===== src/gdd_pkg.sv =====
// ----------------------------------------------------------------------------
// gdd_pkg
// types, constants and helper functions shared by the date difference block
// ----------------------------------------------------------------------------
package gdd_pkg;

  localparam int unsigned YearW  = 14;
  localparam int unsigned MonthW = 4;
  localparam int unsigned DayW   = 5;
  localparam int unsigned DistW  = 22;
  // day number of any 14-bit year stays below 2^23
  localparam int unsigned DayNumW = 23;

  localparam int unsigned InDataW  = 48;
  localparam int unsigned OutDataW = 24;

  localparam logic [DistW-1:0] DistMax = {DistW{1'b1}};

  // reciprocal of 25 scaled by 2^17, exact floor for dividends below 2^13
  localparam logic [12:0] Recip25  = 13'd5243;
  localparam int unsigned Recip25Sh = 17;

  localparam logic [MonthW-1:0] MonthFeb = 4'd2;
  localparam logic [MonthW-1:0] MonthDec = 4'd12;

  // per-stage load enables handed to each lane
  typedef struct packed {
    logic s1;
    logic s2;
    logic s3;
  } gdd_stage_en_t;

  // what one lane delivers to the merge stage
  typedef struct packed {
    logic               ok;
    logic [DayNumW-1:0] day_num;
  } gdd_day_t;

  // days in the whole months before month m in a common year
  function automatic logic [8:0] month_start(input logic [MonthW-1:0] m);
    logic [8:0] r;
    unique case (m)
      4'd2:    r = 9'd31;
      4'd3:    r = 9'd59;
      4'd4:    r = 9'd90;
      4'd5:    r = 9'd120;
      4'd6:    r = 9'd151;
      4'd7:    r = 9'd181;
      4'd8:    r = 9'd212;
      4'd9:    r = 9'd243;
      4'd10:   r = 9'd273;
      4'd11:   r = 9'd304;
      4'd12:   r = 9'd334;
      default: r = 9'd0;
    endcase
    return r;
  endfunction

  // floor(t / 25) for t below 2^13 by reciprocal multiply
  function automatic logic [8:0] div25(input logic [12:0] t);
    logic [25:0] p;
    p = {13'd0, t} * {13'd0, Recip25};
    return p[Recip25Sh+8:Recip25Sh];
  endfunction

endpackage


===== src/gdd_lane.sv =====
// ----------------------------------------------------------------------------
// gdd_lane
// three-stage pipeline turning one date into its day number
// ----------------------------------------------------------------------------
module gdd_lane (
  input  logic                         clk_i,
  input  gdd_pkg::gdd_stage_en_t       en_i,
  input  logic [gdd_pkg::YearW-1:0]    year_i,
  input  logic [gdd_pkg::MonthW-1:0]   month_i,
  input  logic [gdd_pkg::DayW-1:0]     day_i,
  output gdd_pkg::gdd_day_t            res_o
);
  import gdd_pkg::*;

  // stage 1: register date, month table lookup
  logic [YearW-1:0] y1_q;
  logic [9:0]       md1_q;
  logic             late1_q;
  logic             ok1_q;

  always_ff @(posedge clk_i) begin
    if (en_i.s1) begin
      y1_q    <= year_i;
      md1_q   <= {1'b0, month_start(month_i)} + {5'd0, day_i};
      late1_q <= (month_i > MonthFeb);
      ok1_q   <= (month_i != '0) && (month_i <= MonthDec) && (day_i != '0);
    end
  end

  // stage 2: constant divisions and the year term
  logic [12:0]        q4_d;
  logic [12:0]        t100_d, t400_d;
  logic [11:0]        u_d;
  logic [9:0]         v_d;
  logic [14:0]        y99_d, y399_d;
  logic [DayNumW-1:0] y365_d;

  always_comb begin
    y99_d  = {1'b0, y1_q} + 15'd99;
    y399_d = {1'b0, y1_q} + 15'd399;
    q4_d   = 13'(({1'b0, y1_q} + 15'd3) >> 2);
    t100_d = y99_d[14:2];
    t400_d = {2'b00, y399_d[14:4]};
    u_d    = y1_q[13:2];
    v_d    = y1_q[13:4];
    y365_d = {{(DayNumW-YearW){1'b0}}, y1_q} * DayNumW'(365);
  end

  logic [12:0]        q4_q;
  logic [8:0]         q100_q, q400_q, qa_q, qb_q;
  logic [11:0]        u_q;
  logic [9:0]         v_q;
  logic [3:0]         ylo_q;
  logic [DayNumW-1:0] y365_q;
  logic [9:0]         md2_q;
  logic               late2_q;
  logic               ok2_q;

  always_ff @(posedge clk_i) begin
    if (en_i.s2) begin
      q4_q    <= q4_d;
      q100_q  <= div25(t100_d);
      q400_q  <= div25(t400_d);
      qa_q    <= div25({1'b0, u_d});
      qb_q    <= div25({3'b000, v_d});
      u_q     <= u_d;
      v_q     <= v_d;
      ylo_q   <= y1_q[3:0];
      y365_q  <= y365_d;
      md2_q   <= md1_q;
      late2_q <= late1_q;
      ok2_q   <= ok1_q;
    end
  end

  // stage 3: leap test and final sum
  logic               div4, div100, div400, leap;
  logic [12:0]        leaps;
  logic [DayNumW-1:0] day_d;

  always_comb begin
    div4   = (ylo_q[1:0] == 2'b00);
    div100 = div4 && ({2'b00, u_q} == (14'(qa_q) * 14'd25));
    div400 = (ylo_q == 4'd0) && ({4'd0, v_q} == (14'(qb_q) * 14'd25));
    leap   = div400 || (div4 && !div100);
    leaps  = q4_q + 13'(q400_q) - 13'(q100_q);
    day_d  = y365_q + DayNumW'(leaps) + DayNumW'(md2_q)
           + DayNumW'(late2_q && leap);
  end

  always_ff @(posedge clk_i) begin
    if (en_i.s3) begin
      res_o.day_num <= day_d;
      res_o.ok      <= ok2_q;
    end
  end

endmodule


===== src/gdd_merge.sv =====
// ----------------------------------------------------------------------------
// gdd_merge
// combines the two lane day numbers into a saturated absolute distance
// ----------------------------------------------------------------------------
module gdd_merge (
  input  logic                        clk_i,
  input  logic                        en_i,
  input  gdd_pkg::gdd_day_t           a_i,
  input  gdd_pkg::gdd_day_t           b_i,
  output logic [gdd_pkg::DistW-1:0]   dist_o,
  output logic                        bad_o
);
  import gdd_pkg::*;

  logic [DayNumW-1:0] diff;
  logic               bad;
  logic [DistW-1:0]   dist_d;

  always_comb begin
    diff = (a_i.day_num >= b_i.day_num) ? (a_i.day_num - b_i.day_num)
                                        : (b_i.day_num - a_i.day_num);
    bad  = !a_i.ok || !b_i.ok;
    if (bad) begin
      dist_d = '0;
    end else if (diff > DayNumW'(DistMax)) begin
      dist_d = DistMax;
    end else begin
      dist_d = diff[DistW-1:0];
    end
  end

  // output register of the block
  always_ff @(posedge clk_i) begin
    if (en_i) begin
      dist_o <= dist_d;
      bad_o  <= bad;
    end
  end

endmodule


===== src/gregorian_date_difference.sv =====
// ----------------------------------------------------------------------------
// gregorian_date_difference
// days between two gregorian dates, one date pair per transfer
// ----------------------------------------------------------------------------
// usage:
//   slave stream carries a date pair per transfer; master stream returns the
//   absolute day distance in tdata and the bad-date flag in tuser
//   two lanes turn each date into a day number, a merge stage forms the
//   saturated distance and holds it in the output register
//   a pair passes lane stages s1, s2, s3 and then the merge output register
//   throughput: one date pair per cycle while m_axis_tready is high, set by the
//   four-stage pipeline whose every stage takes a new item in the cycle it is freed
//   stall: each stage holds while the stage after it is full and stalled;
//   s_axis_tready drops only when all four stages are full and m_axis_tready is low
//   reset: rst_ni low empties the pipeline, no result is pending afterwards
//   a month outside 1..12 or a zero day gives tuser 1 and distance 0
// ----------------------------------------------------------------------------
module gregorian_date_difference (
  input  logic                           clk_i,
  input  logic                           rst_ni,
  input  logic                           s_axis_tvalid,
  output logic                           s_axis_tready,
  // first_year, first_month, first_day, second_year, second_month,
  // second_day, zero fill
  input  logic [gdd_pkg::InDataW-1:0]    s_axis_tdata,
  output logic                           m_axis_tvalid,
  input  logic                           m_axis_tready,
  // day_distance, zero fill
  output logic [gdd_pkg::OutDataW-1:0]   m_axis_tdata,
  // bad_date
  output logic                           m_axis_tuser
);
  import gdd_pkg::*;

  // pipeline occupancy
  logic v1_q, v2_q, v3_q, v4_q;
  logic rdy1, rdy2, rdy3, rdy4;

  always_comb begin
    rdy4 = !v4_q || m_axis_tready;
    rdy3 = !v3_q || rdy4;
    rdy2 = !v2_q || rdy3;
    rdy1 = !v1_q || rdy2;
  end

  always_ff @(posedge clk_i or negedge rst_ni) begin
    if (!rst_ni) begin
      v1_q <= 1'b0;
      v2_q <= 1'b0;
      v3_q <= 1'b0;
      v4_q <= 1'b0;
    end else begin
      if (rdy1) v1_q <= s_axis_tvalid;
      if (rdy2) v2_q <= v1_q;
      if (rdy3) v3_q <= v2_q;
      if (rdy4) v4_q <= v3_q;
    end
  end

  gdd_stage_en_t en;
  assign en.s1 = rdy1;
  assign en.s2 = rdy2;
  assign en.s3 = rdy3;

  gdd_day_t day_a, day_b;

  gdd_lane u_lane_a (
    .clk_i   (clk_i),
    .en_i    (en),
    .year_i  (s_axis_tdata[13:0]),
    .month_i (s_axis_tdata[17:14]),
    .day_i   (s_axis_tdata[22:18]),
    .res_o   (day_a)
  );

  gdd_lane u_lane_b (
    .clk_i   (clk_i),
    .en_i    (en),
    .year_i  (s_axis_tdata[36:23]),
    .month_i (s_axis_tdata[40:37]),
    .day_i   (s_axis_tdata[45:41]),
    .res_o   (day_b)
  );

  logic [DistW-1:0] distance;
  logic             bad;

  gdd_merge u_merge (
    .clk_i  (clk_i),
    .en_i   (rdy4),
    .a_i    (day_a),
    .b_i    (day_b),
    .dist_o (distance),
    .bad_o  (bad)
  );

  assign s_axis_tready = rdy1;
  assign m_axis_tvalid = v4_q;
  assign m_axis_tdata  = {{(OutDataW-DistW){1'b0}}, distance};
  assign m_axis_tuser  = bad;

`ifndef ASSERT_OFF
  // an accepted pair always occupies the first stage next cycle
  a_accept_fills: assert property (@(posedge clk_i) disable iff (!rst_ni)
    (s_axis_tvalid && s_axis_tready) |=> v1_q)
    else $error("accepted transfer lost at stage 1");

  // a full pipeline with a stalled receiver must refuse input
  a_full_blocks: assert property (@(posedge clk_i) disable iff (!rst_ni)
    (v1_q && v2_q && v3_q && v4_q && !m_axis_tready) |-> !s_axis_tready)
    else $error("input taken while pipeline full and stalled");

  // a bad date never carries a distance
  a_bad_zero: assert property (@(posedge clk_i) disable iff (!rst_ni)
    (m_axis_tvalid && m_axis_tuser) |-> (m_axis_tdata == '0))
    else $error("bad date with nonzero distance");

  // an empty first stage frees the input side regardless of the receiver
  a_empty_ready: assert property (@(posedge clk_i) disable iff (!rst_ni)
    (!v1_q) |-> s_axis_tready)
    else $error("input refused while first stage empty");
`endif

endmodule


===== config.mk =====
export PLATFORM = sky130hd
export DESIGN_NAME = gregorian_date_difference
export DESIGN_NICKNAME = d
export VERILOG_FILES = /design/src/gdd_pkg.sv /design/src/gdd_lane.sv /design/src/gdd_merge.sv /design/src/gregorian_date_difference.sv
export SDC_FILE = /design/constraint.sdc
export NUM_CORES = 2
export LEC_CHECK = 0
export BUFFER_PORTS_ARGS = -buffer_cell sky130_fd_sc_hd__buf_2
export CAP_MARGIN = 20
export CORE_MARGIN = 2
export CORE_UTILIZATION = 55
export CTS_CLUSTER_DIAMETER = 60
export DETAILED_ROUTE_END_ITERATION = 8
export MAX_ROUTING_LAYER = met4
export PLACE_DENSITY = 0.85
export SLEW_MARGIN = 0
export SYNTH_ARGS = -nofsm -noshare
export SYNTH_HDL_FRONTEND = slang
export SYNTH_SLANG_ARGS = --single-unit

===== constraint.sdc =====
create_clock -name clk_i -period 6.9 [get_ports clk_i]
set_input_delay 0.69 -clock clk_i [delete_from_list [all_inputs] [get_ports clk_i]]
set_output_delay 0.69 -clock clk_i [all_outputs]
set_load 0.01 [all_outputs]

==> results <==
- Before antenna repair, the detailed router went through 6 iterations.
- The data required time of the critical path is just over 7000 ps.
- The number of global-route vias before repair is just over 30k.
- In this run, CTS created clock tree buffers numbering 41.
- In this run the tightest slew margin relative to its limit is a little over a quarter.
- Across all setup checks in the final design, the least slack found is 149.1 ps.
- The number of synthesized register bits is 307.
- Summing the areas of all compound-gate instances in the mapped netlist gives between 8 and 9% of the synthesized area.
- At the end of the flow, the number of nets in the layout was 5607.
- The global-route wire length before repair is 151.7 mm.
- The total DRC errors in the routed layout is 0.
- Global routing used roughly a quarter of the available tracks.
- The clock sink total is 307.
- The startpoint of the lowest-slack register-to-register path is u_lane_a.y1_q[3].
- The pin count of the biggest net entering global routing is 182.
- Once placement completed, the tool counted placed cells totaling 5147.
- In the layout the commonest cells are sky130_fd_sc_hd__inv_1 (972), sky130_fd_sc_hd__ha_1 (867), sky130_fd_sc_hd__fa_1 (440), sky130_fd_sc_hd__edfxtp_1 (303), sky130_fd_sc_hd__xnor2_1 (213).
- In the final routed layout, each cell accounts on average for between 15 and 20 um.
- The Yosys step of the flow raised 0 warnings.
- In this run the tool buffered the top-level ports with 74 buffer cells.
- Summed over all layers, the global routing overflow is 0.
- Subtracting the final worst setup slack from the clock period gives 6751 ps.
- For the worst setup path, the data arrival time is between 7000 and 8000 ps.
- The count of nets left with antenna violations once routing finished came out at 0.
- Counting flops with a built-in enable in the synthesized netlist gives ~300.
- The number of hold-slack violations in the final timing report is 0.
- The total number of vias is approximately 29k.
- The region available for standard cell placement spans about 76000 um2.
- At the end of routability-driven placement, the weighted congestion stood at 0.9439.
- The tool flagged a number of max-cap violations equal to 0.
- The start point of the worst min-delay path is s_axis_tdata[10].
- The cell area reported after detailed placement is around 44000 um2.
- The initial utilization of the core area, before any placement, comes to between 50% and 60%.
- The share of the yosys chip area belonging to registers is 21.89%.
- The detailed placer's ending HPWL is 75.48 mm.
- Summed over all nets, wire length on met3 after detailed routing comes to 5.618 mm.
- The final sum of negative setup slack is 0 ps.
- Signal routing reaches up to met4.
- The initial antenna violation count was 6.
- Setup repair after global routing could not meet its margin everywhere.
- For this run, asynchronously set or reset flops after synthesis account for between 1 and 1.5%.
- The layout-stage area growth over the synthesis result is 9.483%.
- In this run the clock root is driven by a sky130_fd_sc_hd__clkbuf_16.
- In the finished design, the share of the clock period the worst path needs comes to 97.84%.
- After routing the design area is ~46000 um2.
- By area, the combinational part of the netlist is dominated by adder cells.
- The worst min-delay path category is in -> reg.
- The final max-slew violation count came to 0.
- The worst setup path category is reg -> reg.
- The synthesized-area fraction occupied by xor and xnor cells is 6.378%.
- The cell count after synthesis came out at approximately 4.0k.
- In this run the number of H-tree levels came out at 2.
- The number of top-level pins is approximately 80.
- Of all nets on the critical path, the largest fanout is 3.
- The total detailed-routing wirelength is slightly above 90 mm.
- OpenSTA, run right after detailed placement, puts the worst setup slack at -64.36 ps.
- The element type at the critical path end is a flip-flop.
- In the final layout, the share of cells above drive strength 1 is under 10%.
- The slowest library cell on the worst path is sky130_fd_sc_hd__fa_1.
- The floorplan step defined a die boundary enclosing approximately 80000 um2.
- Summing the areas of all fa, ha and maj instances in the mapped netlist gives approximately 47% of the synthesized area.
- The portion of synthesized area spent on multiplexers is less than 1%.
- For this block, the initial DRC count from the detailed router was roughly 2k.
- The startpoint kind of the worst setup timing path is a flip-flop.
- For this run, the number of standard cells in the final layout without fillers is roughly 5.3k.
- In this design, the stage delay of the slowest critical-path cell is slightly above 600 ps.
- The via-per-instance ratio is 5.516.
- In this run the worst setup path begins at u_lane_a.y1_q[3].
- The clock-pin transition on the worst setup and hold timing paths is 60 ps.
- At the pin with the least slew margin, the transition time is 1062 ps.
- TritonCTS built the clock tree.
- The total standard cell area after synthesis is approximately 42000 um2.
- Leaving out fill and tap cells, the most frequent cell in the layout is sky130_fd_sc_hd__inv_1.
- In the final routing, the length of wire on met1 measures ~38 mm.
- The clock network latency to the later pin of the worst-skew pair is ~590 ps.
- Among all flip-flop cells after synthesis, the most frequent one is sky130_fd_sc_hd__edfxtp_1.
- The number of different library cells used by synthesis comes to 89.
- The maximum clock insertion buffer count is 3.
- The routed length on met2 is ~46 mm.
- The placement row count is 101.
- The flow ran to the end, and the final reports show no timing, DRC or antenna violations.
- The cell that appears most often on the critical path is sky130_fd_sc_hd__fa_1.
- Based on the critical path, the design can be clocked at up to around 150 MHz.
- Clock skew on the completed layout was measured at ~38 ps.
- From bottom edge to top edge, the die measures roughly 280 um.
- Setup violations remaining at the end of the flow were counted as 0.
- The mean cell area of the mapped netlist is 10.42 um2.
- After Yosys synthesis, and, or, nand and nor cells account for between 6 and 7% of the synthesized area.
- Measured along the x axis, the die boundary spans 280.4 um.
==> flip-flops by register name, summed over array words and instances, names as in the netlist, 14 cells and up <==
name / count
u_lane_b.y365_q: 23
u_lane_b.y1_q: 14
u_lane_b.res_o: 24
u_lane_a.y365_q: 23
u_lane_a.y1_q: 14
u_lane_a.res_o: 24
u_merge.dist_o: 22
==> cell type report <==
type | count | area (um2)
repair buffers | 203 | 1374
clock buffers | 44 | 1059
multi-input cells | 2707 | 29190
inverters | 980 | 3682
diodes | 4 | 10.01
flip-flops and latches | 307 | 9199
fillers | 5699 | 29810
well taps | 978 | 1224
clock inverters | 29 | 269.0
==> metal layers <==
metal	up-vias	track usage (%)
met1	14140	30.70
met4	0	7.665
met5	-	-
li1	13750	-
met3	229	3.747
met2	850	41.77
==> cells by family after synthesis <==
logic type | count (synthesis)
adder cells (fa/ha/maj) | 1315
buffers and inverters | 1019
AO/OA/AOI/OAI | 545
AND/OR/NAND/NOR | 516
flip-flops | 307
XOR/XNOR | 306
multiplexers | 22
other | 1
==> what timing repair did <==
| action | 4_1_cts | 5_1_grt |
|---|---|---|
| setup buffers | 3 | 23 |
| resized for setup | 11 | 69 |
| setup endpoints to repair | 7 | 31 |
| pin swaps | 4 | 32 |
| hold buffers | 1 | 0 |
| hold endpoints to repair | 4 | 0 |
==> final timing paths <==
path                                       to  cells after the start  slack (ps)
setup / recovery           u_lane_a.q400_q[5]                     26         150
hold / removal              u_lane_a.y1_q[10]                      1         280
setup reg to reg           u_lane_a.q400_q[5]                     26         150
hold reg to reg             u_lane_a.md2_q[3]                      0         400
max in group asynchronous                v3_q                      2        6330
min in group asynchronous                v1_q                      2         430
==> synthesized netlist by cell type (5+ instances only) <==
cell / count / share of area [%]
sky130_fd_sc_hd__nor4_1: 11 / 0.16
sky130_fd_sc_hd__a31o_2: 5 / 0.10
sky130_fd_sc_hd__fa_1: 444 / 21
sky130_fd_sc_hd__nand2b_1: 23 / 0.34
sky130_fd_sc_hd__and2_1: 19 / 0.28
sky130_fd_sc_hd__xor2_1: 86 / 1.8
sky130_fd_sc_hd__a21oi_2: 5 / 0.10
sky130_fd_sc_hd__a41oi_1: 5 / 0.10
sky130_fd_sc_hd__buf_4: 6 / 0.11
sky130_fd_sc_hd__a21boi_0: 6 / 0.11
sky130_fd_sc_hd__o2111ai_1: 10 / 0.21
sky130_fd_sc_hd__edfxtp_1: 303 / 22
sky130_fd_sc_hd__nor2b_1: 27 / 0.40
sky130_fd_sc_hd__mux2i_1: 13 / 0.31
sky130_fd_sc_hd__nand3_1: 48 / 0.57
sky130_fd_sc_hd__a21o_1: 80 / 1.4
sky130_fd_sc_hd__and3_1: 26 / 0.39
sky130_fd_sc_hd__o21a_1: 25 / 0.45
sky130_fd_sc_hd__buf_6: 7 / 0.19
sky130_fd_sc_hd__nor3b_1: 6 / 0.11
sky130_fd_sc_hd__o21bai_1: 29 / 0.52
sky130_fd_sc_hd__buf_2: 11 / 0.13
sky130_fd_sc_hd__ha_1: 871 / 26
sky130_fd_sc_hd__xnor2_1: 220 / 4.6
sky130_fd_sc_hd__or3_1: 7 / 0.10
sky130_fd_sc_hd__nand4_1: 35 / 0.52
sky130_fd_sc_hd__o21ai_0: 89 / 1.1
sky130_fd_sc_hd__a221oi_1: 5 / 0.10
sky130_fd_sc_hd__inv_1: 980 / 8.8
sky130_fd_sc_hd__or4_1: 5 / 0.089
sky130_fd_sc_hd__o31ai_1: 8 / 0.14
sky130_fd_sc_hd__or2_2: 13 / 0.19
sky130_fd_sc_hd__a21oi_1: 161 / 1.9
sky130_fd_sc_hd__clkbuf_1: 10 / 0.089
sky130_fd_sc_hd__nor2_1: 150 / 1.3
sky130_fd_sc_hd__o211ai_1: 9 / 0.16
sky130_fd_sc_hd__nor3_1: 38 / 0.45
sky130_fd_sc_hd__o21ai_1: 10 / 0.12
sky130_fd_sc_hd__a31oi_1: 24 / 0.36
sky130_fd_sc_hd__nand2_1: 92 / 0.82
sky130_fd_sc_hd__a211oi_1: 17 / 0.30
==> stage by stage <==
step	util [%]	hold slack, ps
after floorplan	-	394.4
after global placement	58.23	400.5
after detailed placement	58.23	404.5
after CTS	60.06	251.3
after global routing	60.68	266.5
final	60.68	278.0
==> worst max-delay path, delay by kind of cell, from the launching register on <==
| kind | cells | cell delay, ps |
|---|---|---|
| adders and majority gates | 7 | 2830 |
| buffers and inverters | 5 | 370 |
| DFF | 1 | 390 |
| AOI/OAI and AO/OA | 6 | 950 |
| xor gates and xnor gates | 1 | 150 |
| and+or+nand+nor | 7 | 1770 |
Power is left out: the tool's default activity adds up to more than one toggle a clock period on the data nets, which glitch-free logic cannot reach.
